==> config.mk <==
export PLATFORM = sky130hd
export DESIGN_NAME = mgw_ram
export DESIGN_NICKNAME = d
export VERILOG_FILES = /design/src/design/mgw_ram.sv
export SDC_FILE = /design/constraint.sdc
export NUM_CORES = 2
export LEC_CHECK = 0
export BUFFER_PORTS_ARGS = -buffer_cell sky130_fd_sc_hd__buf_2
export CAP_MARGIN = 20
export CELL_PAD_IN_SITES_DETAIL_PLACEMENT = 1
export CELL_PAD_IN_SITES_GLOBAL_PLACEMENT = 1
export CORE_AREA = 5 5 528 634
export CTS_CLUSTER_SIZE = 12
export DETAILED_ROUTE_END_ITERATION = 10
export DIE_AREA = 0 0 533 639
export GPL_ROUTABILITY_DRIVEN = 0
export MAX_ROUTING_LAYER = met4
export PLACE_DENSITY_LB_ADDON = 0.1
export SKIP_LAST_GASP = 1
export SYNTH_ARGS = -nofsm -noshare
export SYNTH_HDL_FRONTEND = slang
export SYNTH_SLANG_ARGS = --single-unit
==> constraint.sdc <==
create_clock -name clk -period 3.97 [get_ports clk]
set_input_delay 0.1985 -clock clk [delete_from_list [all_inputs] [get_ports clk]]
set_output_delay 0.1985 -clock clk [all_outputs]
set_load 0.03 [all_outputs]
==> src/design/mgw_ram.sv <==
`timescale 1ns / 1ps
// ----------------------------------------------------------------------------
// mgw_ram
// Generic single-write, single-read synchronous RAM with a registered read port.
// ----------------------------------------------------------------------------
module mgw_ram #(
    parameter int W  = 4,
    parameter int AW = 9
) (
    input  logic          clk,
    input  logic          we,
    input  logic [AW-1:0] waddr,
    input  logic [W-1:0]  wdata,
    input  logic [AW-1:0] raddr,
    output logic [W-1:0]  rdata
);
    logic [W-1:0] mem [2**AW];

    always_ff @(posedge clk)
    begin
        if (we)
        begin
            mem[waddr] <= wdata;
        end
        rdata <= mem[raddr];
    end
endmodule

* Word-level counts from Yosys, hierarchy flattened
Memories as Yosys holds them, arrays and structs flattened. A register that Yosys moved wholly into a read port is not among the register bits. Index checks and enable logic that the tools add are counted. W data, S select, Z words.
Storage, ports and cells: register bits 0, bits in writable memories 2048, memories kept 1
Operators by class: mux-type cells 2
Memory list:
- mem | words 512, bits a word 4, read ports 1, clocked after Yosys merged registers in 1, write ports 1, RTL line 17 | logic [W-1:0] mem [2**AW];
Operators with widths (count):
- $mux W1 | 2

* Longest topological paths before layout
word-level depth 2, mapped depth 12

* Worst setup path after synthesis
Ideal clock, no wire load.
kind input to register, start point input raddr[0], end point register rdata[0] (read register of mem), arrival time 2.047 ns, setup slack 1.807 ns, stages on the path 10, path buffers 4, cells stage by stage buf_6 buf_12 buf_6 buf_2 mux4_2 mux2i_1 a22oi_1 a2bb2oi_1 nor3_1 and4_1
RTL lines:
- start: declaration | RTL line 14 | input logic [AW-1:0] raddr,
- end: declaration | RTL line 15 | output logic [W-1:0] rdata

==> results.cfg <==
[floorplanning]
die-width_um = 533
fp.dieH_um = 639
row_count = 231
dieArea_um2 = 340600
start_util_pct = 24.85
fp.coreArea_um2 = 328300
ios = 28

[finish]
nFillCells = 33600
multiInputGateArea_um2 = 18550
drive_above_1_share_pct = 19.15
fin_nets = 4644
area_delta_synth_final_pct = 16.71
seq_area_um2 = 61580
final_common_cell = edfxtp_1
layout_common_cells = 2048 x edfxtp_1, 558 x nor2_1, 400 x mux2i_1, 322 x mux4_2, 229 x clkbuf_16

[grt]
grt_start_max_net_pins = 135
grt_pass1_wl_mm = 375.3
grt_use_total_pct = 15.79
grt_overflow = 0
antenna_found_initial = 10
grt_pass1_vias = 46340

[timing]
final.period_utilization_pct = 70.04
final.setup.tns_ns = 0
fmax_mhz = 359.6
maxSlewViolCount = 0
rsz0062_at_grt = false
clock_skew_ns = 0.04641
timing.final.ws_setup_ns = 1.189
hold_slack_ns = 0.1015
finalHoldViolations = 0
slew_headroom_pct = 30.43
period_needed_ns = 2.781
finalSetupViolations = 0
tightest_slew_ns = 1.036

[clock_network]
cts_resized = 0
cts_buffers = 226
cts_tree = done
clk_latency_ns = 0.87
cts_root_buffer = clkbuf_16
clock_path_buffers = 4
post-cts-setup-buffers = 0
ctsHoldBuffers = 4
path_clk_slew_ns = 0.06
clkSinkCount = 2052
htree_levels = 4

[place]
dp_hpwl_mm = 172.0
post-place-ws_ns = 0.2218
portBuffers = 27

[pwr]
total_power_w = 0.04632
p_leak_nw = 29.47
ir_worst_vdd_mv = 0.3494
p_per_area_nw_per_um2 = 486.3

[synthesis]
netlist_area_um2 = 81600
yosysWarnings = 0
synth_compound_area_share_pct = 4.114
synth_enable_flop_cells = 2048
synth_xor_area_share_pct = 0
syn-num-nets = 4427
muxShareOfSynthArea_pct = 14.00
synth_top_family_by_area = multiplexers
ys_ff_latch = 2052
yosysSeqAreaShare_pct = 75.46
synth_fa_ha_area_share_pct = 0
async_flop_share_pct = 0
synth-simple-area-share_pct = 4.405
avgSynthCellArea_um2 = 18.53
ys_types = 57
synthCells = 4403
ys.flop_type = edfxtp_1

[setup_path]
crit_type = register to register
cp_slowest_cell = nor4_1
critPathCaptureType = register
crit_chain = mux2i_1 -> o221ai_1 -> a21oi_1 -> nor4_1 -> buf_4 -> o2111ai_1 -> nor3_1 -> and4_1
critPathMaxStageDelay_ns = 0.87
crit_required_ns = 4.79
arrival_ns = 3.60
start_kind = register
cp_max_fo = 2

[drt]
drc = 0
firstDrtPassIters = 5
vias = 41930
drt_wl_total_mm = 266.8
dr.first_iter.drc_count = 2469
viasPerCell = 4.608
ant_nets = 0
wl_per_cell_um = 29.32

[outcome]
status = finished clean

[flow_run]
drv_cap = 0

[hold_path]
hp-class = input pin to register
## cell usage after synthesis (8+ instances only)
| cell type | number | area share, % |
|---|---|---|
| buf_2 | 33 | 0.20 |
| nor2b_1 | 9 | 0.069 |
| a22oi_1 | 18 | 0.17 |
| mux4_2 | 322 | 8.9 |
| clkbuf_1 | 143 | 0.66 |
| edfxtp_1 | 2048 | 75 |
| nor3_1 | 58 | 0.36 |
| buf_1 | 43 | 0.20 |
| o221ai_1 | 169 | 1.8 |
| a222oi_1 | 9 | 0.11 |
| mux2i_1 | 400 | 4.9 |
| nand4_1 | 10 | 0.077 |
| a31oi_1 | 13 | 0.10 |
| a211oi_1 | 9 | 0.083 |
| nand3_1 | 37 | 0.23 |
| nand2b_1 | 8 | 0.061 |
| nand2_1 | 108 | 0.50 |
| o22ai_1 | 80 | 0.61 |
| a21oi_1 | 87 | 0.53 |
| nor4_1 | 25 | 0.19 |
| nor2_1 | 559 | 2.6 |
| o2bb2ai_1 | 8 | 0.086 |
| buf_4 | 37 | 0.34 |
| o21ai_0 | 45 | 0.28 |
| buf_6 | 35 | 0.48 |
## critical path, delay by kind of cell, from the launching register on
family | cells | cell delay [ns]
AND/OR/NAND/NOR | 3 | 1.35
AO/OA/AOI/OAI | 3 | 0.70
flip-flops | 1 | 0.33
buffers and inverters | 1 | 0.24
multiplexers | 1 | 0.11
## logic make-up (layout without fill, tap and decap cells)
group           count (synthesis)  after routing
compound gates                469            469
simple gates                  853            853
flops                        2052           2052
mux                           730            730
other cells                     0              5
buf+inv                       299            680
## metrics by stage
step / cell area [um2] / util (%) / std cells
2_1_floorplan: 81600 / - / 4403
3_3_place_gp: 88410 / 26.93 / 8697
3_5_place_dp: 88440 / 26.94 / 8698
4_1_cts: 95230 / 29.00 / 9094
5_1_grt: 95240 / 29.01 / 9096
6_report: 95240 / 29.01 / 9099
## state kept, by name (all words and copies together) (netlist names)
name and flops:
rdata 4, mem 2048
## where the power goes
part / switching, W / internal [W] / total, W
Clock: 0.00868 / 0.0112 / 0.0199
Combinational: 0.00169 / 0.000818 / 0.00251
Sequential: 0.0000218 / 0.0239 / 0.0239
## final timing paths
check | start | end | depth (start not counted) | slack [ns]
setup / recovery | mem[55][3] | rdata[3] | 8 | 1.19
setup reg to reg | mem[55][3] | rdata[3] | 8 | 1.19
hold reg to reg | mem[425][3] | rdata[3] | 6 | 1.23
hold / removal | waddr[2] | mem[10][2] | 5 | 0.10
## metal layers
layer	up-vias	share of wire [%]	track usage (%)
met5	-	0	-
met4	0	1.9	3.089
met3	321	3.0	1.876
met2	603	52	27.82
met1	22650	43	19.66
li1	18360	-	-
## final cells by class
type	instances	area share, %
well taps	4310	5.662
repair buffers	286	3.089
clock inverters	105	0.8408
clock buffers	287	6.245
diodes	5	0.01314
multi-input cells	2052	19.48
flip-flops and latches	2052	64.65
inverters	2	0.01576
Note: power is estimated with default switching activity, not from simulation.
